### config.mk
export PLATFORM = sky130hd
export DESIGN_NAME = vector_moving_average_core
export DESIGN_NICKNAME = d
export VERILOG_FILES = /design/src/design/vma_pkg.sv /design/src/design/vector_moving_average_core.sv /design/src/design/vma_ring_ram.sv /design/src/design/vma_divider.sv
export SDC_FILE = /design/constraint.sdc
export NUM_CORES = 2
export LEC_CHECK = 0
export BUFFER_PORTS_ARGS = -buffer_cell sky130_fd_sc_hd__clkbuf_2
export CAP_MARGIN = 20
export CORE_ASPECT_RATIO = 0.5
export CORE_MARGIN = 8
export CORE_UTILIZATION = 45
export DETAILED_ROUTE_END_ITERATION = 8
export SLEW_MARGIN = 5
export SYNTH_ARGS = -nofsm -noshare
export SYNTH_HDL_FRONTEND = slang
export SYNTH_SLANG_ARGS = --single-unit
### constraint.sdc
create_clock -name i_clk -period 7.17 [get_ports i_clk]
set_clock_uncertainty 0.15 [all_clocks]
set_input_delay 1.434 -clock i_clk [delete_from_list [all_inputs] [get_ports i_clk]]
set_output_delay 1.434 -clock i_clk [all_outputs]
set_load 0.005 [all_outputs]
### src/design/vma_pkg.sv
// Shared types, widths and helpers for the vector moving average block.
package vma_pkg;

    localparam int MAX_WINDOW  = 16;
    localparam int SAMPLE_BITS = 16;
    localparam int AXES        = 3;
    localparam int SLOT_W      = $clog2(MAX_WINDOW);
    localparam int CNT_W       = $clog2(MAX_WINDOW + 1);
    localparam int CFG_W       = 5;
    localparam int SUM_W       = SAMPLE_BITS + SLOT_W;
    localparam int NUM_W       = SUM_W + 1;
    localparam int DEN_W       = CNT_W + 1;
    localparam int ITER_W      = $clog2(NUM_W);

    typedef struct packed {
        logic signed [SAMPLE_BITS-1:0] sample_x;
        logic signed [SAMPLE_BITS-1:0] sample_y;
        logic signed [SAMPLE_BITS-1:0] sample_z;
    } t_sample;

    typedef struct packed {
        logic signed [SAMPLE_BITS-1:0] mean_x;
        logic signed [SAMPLE_BITS-1:0] mean_y;
        logic signed [SAMPLE_BITS-1:0] mean_z;
    } t_mean;

    typedef struct packed {
        logic                    start;
        logic signed [SUM_W-1:0] sum_x;
        logic signed [SUM_W-1:0] sum_y;
        logic signed [SUM_W-1:0] sum_z;
        logic [CNT_W-1:0]        count;
    } t_div_req;

    function automatic logic signed [SUM_W-1:0] sext_sum(
        input logic signed [SAMPLE_BITS-1:0] v
    );
        return {{(SUM_W - SAMPLE_BITS){v[SAMPLE_BITS-1]}}, v};
    endfunction

endpackage

### src/design/vector_moving_average_core.sv
// Top level of the three-axis boxcar moving average.
//
//  channel  | signals                         | direction
//  ---------+---------------------------------+----------
//  input    | i_in_valid, o_in_stall, i_in    | in
//  output   | o_out_valid, i_out_stall, o_out | out
//  config   | i_cfg_wr_en, i_cfg_wr_data      | in
//
// Input is stalled from accept until the result load: one history RAM read, one sum update
// and write-back, 21 divider steps, one result load; no new item is taken before then.
// Synchronous active-low reset clears sums, count, ring position and sets window to 1.
// A result held by output stall keeps the next result in the divider and the input stalled.
module vector_moving_average_core (
    input  logic                      i_clk,
    input  logic                      i_rst_n,
    input  logic                      i_cfg_wr_en,
    input  logic [vma_pkg::CFG_W-1:0] i_cfg_wr_data,
    input  logic                      i_in_valid,
    output logic                      o_in_stall,
    input  vma_pkg::t_sample          i_in,
    output logic                      o_out_valid,
    input  logic                      i_out_stall,
    output vma_pkg::t_mean            o_out
);

    import vma_pkg::*;

    typedef enum logic [1:0] {
        S_IDLE,
        S_READ,
        S_UPD,
        S_DIV
    } t_state;

    t_state                  r_state, n_state;
    logic [CNT_W-1:0]        r_window, n_window;
    logic [CNT_W-1:0]        r_held, n_held;
    logic [SLOT_W-1:0]       r_wslot, n_wslot;
    logic signed [SUM_W-1:0] r_sum_x, n_sum_x;
    logic signed [SUM_W-1:0] r_sum_y, n_sum_y;
    logic signed [SUM_W-1:0] r_sum_z, n_sum_z;
    logic                    r_out_valid, n_out_valid;
    t_mean                   r_out, n_out;
    t_sample                 r_sample;
    logic [SLOT_W-1:0]       r_slot;
    logic                    r_full;

    logic                    w_in_acc;
    logic                    w_out_free;
    logic [SLOT_W-1:0]       w_slot_cur;
    logic                    w_full;
    t_sample                 w_old;
    logic [CFG_W-1:0]        w_rd_unused;
    logic [SAMPLE_BITS*AXES-1:0] w_rd_data;
    logic signed [SUM_W-1:0] w_upd_x, w_upd_y, w_upd_z;
    logic [CNT_W-1:0]        w_upd_held;
    logic [CNT_W-1:0]        w_slot_inc;
    logic [SLOT_W-1:0]       w_upd_wslot;
    logic [CNT_W-1:0]        w_cfg_window;
    t_div_req                w_req;
    logic                    w_div_done;
    t_mean                   w_div_mean;

    assign w_rd_unused = '0;
    assign o_in_stall  = (r_state != S_IDLE) || (w_rd_unused != '0);
    assign w_in_acc    = i_in_valid && !o_in_stall;
    assign w_out_free  = !r_out_valid || !i_out_stall;

    assign w_slot_cur = ({1'b0, r_wslot} >= r_window) ? '0 : r_wslot;
    assign w_full     = r_held >= r_window;

    assign w_old   = t_sample'(w_rd_data);
    assign w_upd_x = r_sum_x - (r_full ? sext_sum(w_old.sample_x) : '0)
                     + sext_sum(r_sample.sample_x);
    assign w_upd_y = r_sum_y - (r_full ? sext_sum(w_old.sample_y) : '0)
                     + sext_sum(r_sample.sample_y);
    assign w_upd_z = r_sum_z - (r_full ? sext_sum(w_old.sample_z) : '0)
                     + sext_sum(r_sample.sample_z);
    assign w_upd_held  = r_full ? r_held : r_held + 1'b1;
    assign w_slot_inc  = {1'b0, r_slot} + 1'b1;
    assign w_upd_wslot = (w_slot_inc >= r_window) ? '0 : w_slot_inc[SLOT_W-1:0];

    always_comb begin
        if (i_cfg_wr_data == '0) begin
            w_cfg_window = CNT_W'(1);
        end else if (CNT_W'(i_cfg_wr_data) > CNT_W'(MAX_WINDOW)) begin
            w_cfg_window = CNT_W'(MAX_WINDOW);
        end else begin
            w_cfg_window = CNT_W'(i_cfg_wr_data);
        end
    end

    assign w_req.start = (r_state == S_UPD);
    assign w_req.sum_x = w_upd_x;
    assign w_req.sum_y = w_upd_y;
    assign w_req.sum_z = w_upd_z;
    assign w_req.count = w_upd_held;

    vma_ring_ram #(
        .DEPTH (MAX_WINDOW),
        .WIDTH ($bits(t_sample))
    ) u_ring (
        .i_clk   (i_clk),
        .i_we    (r_state == S_UPD),
        .i_waddr (r_slot),
        .i_wdata (r_sample),
        .i_re    (r_state == S_READ),
        .i_raddr (r_slot),
        .o_rdata (w_rd_data)
    );

    vma_divider u_div (
        .i_clk   (i_clk),
        .i_rst_n (i_rst_n),
        .i_req   (w_req),
        .o_done  (w_div_done),
        .o_mean  (w_div_mean)
    );

    always_comb begin
        n_state     = r_state;
        n_window    = r_window;
        n_held      = r_held;
        n_wslot     = r_wslot;
        n_sum_x     = r_sum_x;
        n_sum_y     = r_sum_y;
        n_sum_z     = r_sum_z;
        n_out_valid = r_out_valid;
        n_out       = r_out;
        if (r_out_valid && !i_out_stall) begin
            n_out_valid = 1'b0;
        end
        case (r_state)
            S_IDLE: begin
                if (w_in_acc) begin
                    n_state = S_READ;
                end
            end
            S_READ: begin
                n_state = S_UPD;
            end
            S_UPD: begin
                n_sum_x = w_upd_x;
                n_sum_y = w_upd_y;
                n_sum_z = w_upd_z;
                n_held  = w_upd_held;
                n_wslot = w_upd_wslot;
                n_state = S_DIV;
            end
            S_DIV: begin
                if (w_div_done || r_out_valid == 1'b0 || !i_out_stall) begin
                    if (w_div_done && w_out_free) begin
                        n_out       = w_div_mean;
                        n_out_valid = 1'b1;
                        n_state     = S_IDLE;
                    end
                end
            end
            default: begin
                n_state = S_IDLE;
            end
        endcase
        if (i_cfg_wr_en) begin
            n_window = w_cfg_window;
            n_held   = '0;
            n_wslot  = '0;
            n_sum_x  = '0;
            n_sum_y  = '0;
            n_sum_z  = '0;
        end
    end

    always_ff @(posedge i_clk) begin
        if (!i_rst_n) begin
            r_state     <= S_IDLE;
            r_window    <= CNT_W'(1);
            r_held      <= '0;
            r_wslot     <= '0;
            r_sum_x     <= '0;
            r_sum_y     <= '0;
            r_sum_z     <= '0;
            r_out_valid <= 1'b0;
            r_out       <= '0;
        end else begin
            r_state     <= n_state;
            r_window    <= n_window;
            r_held      <= n_held;
            r_wslot     <= n_wslot;
            r_sum_x     <= n_sum_x;
            r_sum_y     <= n_sum_y;
            r_sum_z     <= n_sum_z;
            r_out_valid <= n_out_valid;
            r_out       <= n_out;
        end
    end

    always_ff @(posedge i_clk) begin
        if (w_in_acc) begin
            r_sample <= i_in;
            r_slot   <= w_slot_cur;
            r_full   <= w_full;
        end
    end

    assign o_out_valid = r_out_valid;
    assign o_out       = r_out;

`ifndef SYNTHESIS
    a_held_in_window: assert property (@(posedge i_clk) disable iff (!i_rst_n)
        r_held <= r_window)
        else $error("held count above window length");

    a_wslot_in_window: assert property (@(posedge i_clk) disable iff (!i_rst_n)
        {1'b0, r_wslot} < r_window)
        else $error("ring position outside window");

    a_done_clears_on_start: assert property (@(posedge i_clk) disable iff (!i_rst_n)
        r_state == S_UPD |=> !w_div_done)
        else $error("divider result flag not cleared by start");

    a_result_has_samples: assert property (@(posedge i_clk) disable iff (!i_rst_n)
        (r_state == S_DIV && w_div_done && w_out_free) |=> (o_out_valid && r_held != '0))
        else $error("result loaded with no samples held");

    a_accept_reads_ring: assert property (@(posedge i_clk) disable iff (!i_rst_n)
        w_in_acc |=> (r_state == S_READ && {1'b0, r_slot} < r_window))
        else $error("accepted beat did not start a ring read");
`endif

endmodule

### src/design/vma_ring_ram.sv
// Single-port-write, registered-read RAM holding the sample history ring.
module vma_ring_ram #(
    parameter int DEPTH = 16,
    parameter int WIDTH = 48
) (
    input  logic                     i_clk,
    input  logic                     i_we,
    input  logic [$clog2(DEPTH)-1:0] i_waddr,
    input  logic [WIDTH-1:0]         i_wdata,
    input  logic                     i_re,
    input  logic [$clog2(DEPTH)-1:0] i_raddr,
    output logic [WIDTH-1:0]         o_rdata
);

    logic [WIDTH-1:0] r_mem [DEPTH];
    logic [WIDTH-1:0] r_rdata;

    always_ff @(posedge i_clk) begin
        if (i_we) begin
            r_mem[i_waddr] <= i_wdata;
        end
        if (i_re) begin
            r_rdata <= r_mem[i_raddr];
        end
    end

    assign o_rdata = r_rdata;

endmodule

### src/design/vma_divider.sv
// Three-lane bit-serial restoring divider producing rounded means.
module vma_divider (
    input  logic              i_clk,
    input  logic              i_rst_n,
    input  vma_pkg::t_div_req i_req,
    output logic              o_done,
    output vma_pkg::t_mean    o_mean
);

    import vma_pkg::*;

    logic [NUM_W-1:0]  r_num [AXES];
    logic [DEN_W-1:0]  r_rem [AXES];
    logic              r_neg [AXES];
    logic [DEN_W-1:0]  r_den;
    logic [ITER_W-1:0] r_iter;
    logic              r_busy;
    logic              r_done;

    logic signed [SUM_W-1:0]  w_sum   [AXES];
    logic [SUM_W-1:0]         w_mag   [AXES];
    logic [NUM_W-1:0]         w_num0  [AXES];
    logic [DEN_W:0]           w_trial [AXES];
    logic                     w_ge    [AXES];
    logic [NUM_W-1:0]         n_num   [AXES];
    logic [DEN_W-1:0]         n_rem   [AXES];
    logic [SAMPLE_BITS-1:0]   w_q     [AXES];
    logic [SAMPLE_BITS-1:0]   w_mean  [AXES];

    assign w_sum[0] = i_req.sum_x;
    assign w_sum[1] = i_req.sum_y;
    assign w_sum[2] = i_req.sum_z;

    always_comb begin
        for (int a = 0; a < AXES; a++) begin
            w_mag[a]   = w_sum[a][SUM_W-1] ? SUM_W'(-w_sum[a]) : SUM_W'(w_sum[a]);
            w_num0[a]  = {w_mag[a], 1'b0} + NUM_W'(i_req.count);
            w_trial[a] = {r_rem[a], r_num[a][NUM_W-1]};
            w_ge[a]    = w_trial[a] >= {1'b0, r_den};
            n_rem[a]   = w_ge[a] ? DEN_W'(w_trial[a] - {1'b0, r_den})
                                 : DEN_W'(w_trial[a]);
            n_num[a]   = {r_num[a][NUM_W-2:0], w_ge[a]};
            w_q[a]     = r_num[a][SAMPLE_BITS-1:0];
            w_mean[a]  = r_neg[a] ? SAMPLE_BITS'(-w_q[a]) : w_q[a];
        end
    end

    always_ff @(posedge i_clk) begin
        if (!i_rst_n) begin
            r_busy <= 1'b0;
            r_done <= 1'b0;
            r_iter <= '0;
        end else begin
            if (i_req.start) begin
                r_busy <= 1'b1;
                r_done <= 1'b0;
                r_iter <= '0;
            end else if (r_busy) begin
                if (r_iter == ITER_W'(NUM_W - 1)) begin
                    r_busy <= 1'b0;
                    r_done <= 1'b1;
                end
                r_iter <= r_iter + 1'b1;
            end
        end
    end

    always_ff @(posedge i_clk) begin
        if (i_req.start) begin
            r_den <= {i_req.count, 1'b0};
            for (int a = 0; a < AXES; a++) begin
                r_num[a] <= w_num0[a];
                r_rem[a] <= '0;
                r_neg[a] <= w_sum[a][SUM_W-1];
            end
        end else if (r_busy) begin
            for (int a = 0; a < AXES; a++) begin
                r_num[a] <= n_num[a];
                r_rem[a] <= n_rem[a];
            end
        end
    end

    assign o_done        = r_done;
    assign o_mean.mean_x = w_mean[0];
    assign o_mean.mean_y = w_mean[1];
    assign o_mean.mean_z = w_mean[2];

endmodule

==> results.yml <==
status:
  status: "finished clean"
logic_synthesis:
  yosysTopAreaCellShare_pct: 56.2
  synth.net_count: 3777
  ys_ff_latch: 1090
  synth_ff_type: "edfxtp_1"
  yosysMostFrequentCell: "edfxtp_1"
  synth_area_leader_cell: "edfxtp_1"
  synthCells: 3537
  syn_area_um2: 51200
  ys_warn_count: 0
  synth.distinct_cells: 102
  synth.top_cells.by_count: "edfxtp_1, inv_1, mux4_2, nor2_1, nand2_1"
  async_flop_share_pct: 0
  synthTopCellsByArea: "edfxtp_1, mux4_2, dfxtp_1, ha_1, fa_1"
  avgSynthCellArea_um2: 14.5
  synth_edf_count: 958
  ys_seq_area_share_pct: 61.4
drt:
  drt-vias-per-instance: 5.66
  ant_nets: 0
  wire_per_inst_um: 23.7
  first_iter_violations: 3199
  dr.pass1.iters: 5
  routed_wl_um: 124000
  drc: 0
  vias: 29700
placement:
  dp.cells: 5059
  pre_cts_ws_ns: 0.618
  numPortBuffers: 107
  place.gp.congestion: 0.874
  place_area_um2: 53600
  dp_hpwl_um: 78200
power:
  irDropWorstVdd_v: 0.000319
  power_density_nw_per_um2: 509
  power.leakage_nw: 19.8
clock_tree:
  clock-sinks: 1090
  ctsLongestPathBuffers: 3
  root_buffer: "clkbuf_16"
  ctsHtreeMaxLevel: 3
  clkLatencyLatePin_ns: 0.72
  clk_pin_slew_ns: 0.06
  cts_hold_buf: 0
  cts_setup_buffers: 0
  cts_resized: 0
  cts_inserted_buffers: 100
  cts_tree: "yes"
critical_path:
  critPathKind: "reg -> reg"
  r2r-end: "u_div.r_num[0][11]$_DFFE_PP_"
  critPathArrivalTime_ns: 6.60
  cp-end-kind: "register"
  rr_worst_depth: 22
  r2r_start: "r_sample[35]$_DFFE_PP_"
  worst-path-max-fanout: 17
  r2r_slack_ns: 0.84
  crit_required_ns: 7.44
  cp-start-kind: "register"
hold_path:
  hold_path_end: "o_out[0]$_SDFFE_PN0P_"
  worstHoldPathCells: 2
  hold_path_class: "reg -> reg"
  worstHoldStart: "o_out[0]$_SDFFE_PN0P_"
job:
  cap_violations: 0
timing:
  clock.fmax_ghz: 0.158
  finalSetupViolCount: 0
  layout_min_cycle_time_ns: 6.33
  slew_headroom_pct: 26.3
  rsz0062_at_grt: "false"
  hold_viol: 0
  setup_slack_ns: 0.841
  min_period_over_period_pct: 88.3
  finalSetupTns_ns: 0
  worst-slew-pin-transition_ns: 1.10
  hold_slack_ns: 0.316
  report.final.slew_viol_count: 0
layout:
  diodes: 0
  instances_no_fill: 5245
  final_cell_area_um2: 56900
  layout.nets: 3889
  areaGrowthSynthToFinish_pct: 11.2
  drive_gt1_share_pct: 17.1
global_routing:
  grt_pass1_vias: 28700
  grt_pass1_wl_um: 185000
  overflow: 0
  grt_usage_pct: 19.4
  grt_max_degree: 114
  antenna_found_initial: 6
floorplanning:
  die_width_um: 493
  initial_core_util_pct: 45.4
  pin_count: 108
  die_area_um2: 125000
  die_y_um: 254
  std_cell_rows: 87
  core_um2: 113000
## sequential cells by signal (all words and copies together), names as in the netlist, 5 cells and up
name and count:
o_out 48, r_held 5, r_sample 48, r_sum_x 20, r_sum_y 20, r_sum_z 20, r_window 5, u_div.r_den 5
u_div.r_iter 5, u_div.r_num 63, u_div.r_rem 18, u_ring.o_rdata 48, u_ring.r_mem 768
## cell type report
class	instances	area (µm²)
tap	1513	1890
sequential	1090	31400
timing repair buffer	164	1030
clock inverter	61	584
inverter	286	1070
fill	9444	55900
multi-input combinational	2007	18200
clock buffer	124	2650
## per-stage QoR
step / total power, mW / utilization, %
after floorplan: 19.7 / -
after global placement: 23.3 / 47.5
after detailed placement: 23.6 / 47.5
after CTS: 28.9 / 50.4
after global routing: 30.9 / 50.4
final: 28.9 / 50.4
## logic make-up (layout without fill, tap and decap cells)
group	Yosys count	after routing	share of synthesized area (%)
mux	298	298	11.7
compound gates	542	542	7.26
fa+ha+maj	183	183	5.39
flops	1090	1090	61.4
buf+inv	440	635	3.30
simple gates	800	800	7.76
xor+xnor	184	184	3.18
## cell usage in the layout (no fill, tap or decap), types with 31 or more instances in the layout
cell type	count
a21oi_1	130
mux4_2	240
buf_4	52
ha_1	117
xor2_1	80
dfxtp_1	132
mux2i_1	48
o21ai_0	125
o211a_1	31
nor2b_1	35
nor2_1	226
nand3_1	36
xnor2_1	101
clkbuf_16	101
edfxtp_1	958
nand2_1	180
and2_1	85
clkbuf_2	107
fa_1	63
inv_1	283
nor3_1	52
## routing by layer
metal | global-route usage (%) | up-vias | part of all wire, %
li1 | - | 13600 | -
met1 | 30.0 | 15100 | 48
met2 | 28.2 | 883 | 42
met3 | 4.49 | 138 | 7.7
met4 | 3.74 | 0 | 1.6
met5 | 0 | - | 0
## worst max-delay path: stages, from the launching register on
cell	delay, ns
edfxtp_1	0.66
inv_1	0.30
fa_1	0.57
inv_1	0.04
ha_1	0.33
o211ai_1	0.14
o21a_1	0.24
a211o_1	0.32
a21oi_1	0.35
o311a_1	0.24
or2_1	0.14
clkinv_1	0.06
buf_4	0.19
o21ai_0	0.27
inv_1	0.11
fa_1	0.46
nor2b_1	0.12
o21ai_0	0.08
nand2b_1	0.16
o21ai_1	0.17
or3_1	0.37
a2111oi_0	0.44
nor3b_1	0.11
## how the worst max path moves through the flow
stage	startpoint	end	slack [ns]	depth (start not counted)
floorplan	r_full$_DFFE_PP_	u_div.r_num[0][38]$_DFFE_PP_	0.96	28
global route	r_sample[35]$_DFFE_PP_	u_div.r_num[0][11]$_DFFE_PP_	0.28	22
global placement	r_full$_DFFE_PP_	u_div.r_num[0][11]$_DFFE_PP_	0.82	23
detailed placement	r_full$_DFFE_PP_	u_div.r_num[0][11]$_DFFE_PP_	0.62	23
CTS	r_full$_DFFE_PP_	u_div.r_num[0][11]$_DFFE_PP_	0.55	23
finish	r_sample[35]$_DFFE_PP_	u_div.r_num[0][11]$_DFFE_PP_	0.84	22
## where the power goes
part | internal, mW | total [mW] | switching [mW] | leakage, nW
sequential | 8.35 | 9.10 | 0.751 | 9.76
clock | 2.90 | 5.32 | 2.41 | 1.58
combinational | 5.68 | 14.5 | 8.84 | 8.41
total | 16.9 | 28.9 | 12.0 | 19.8
(Power assumes the default switching activity.)
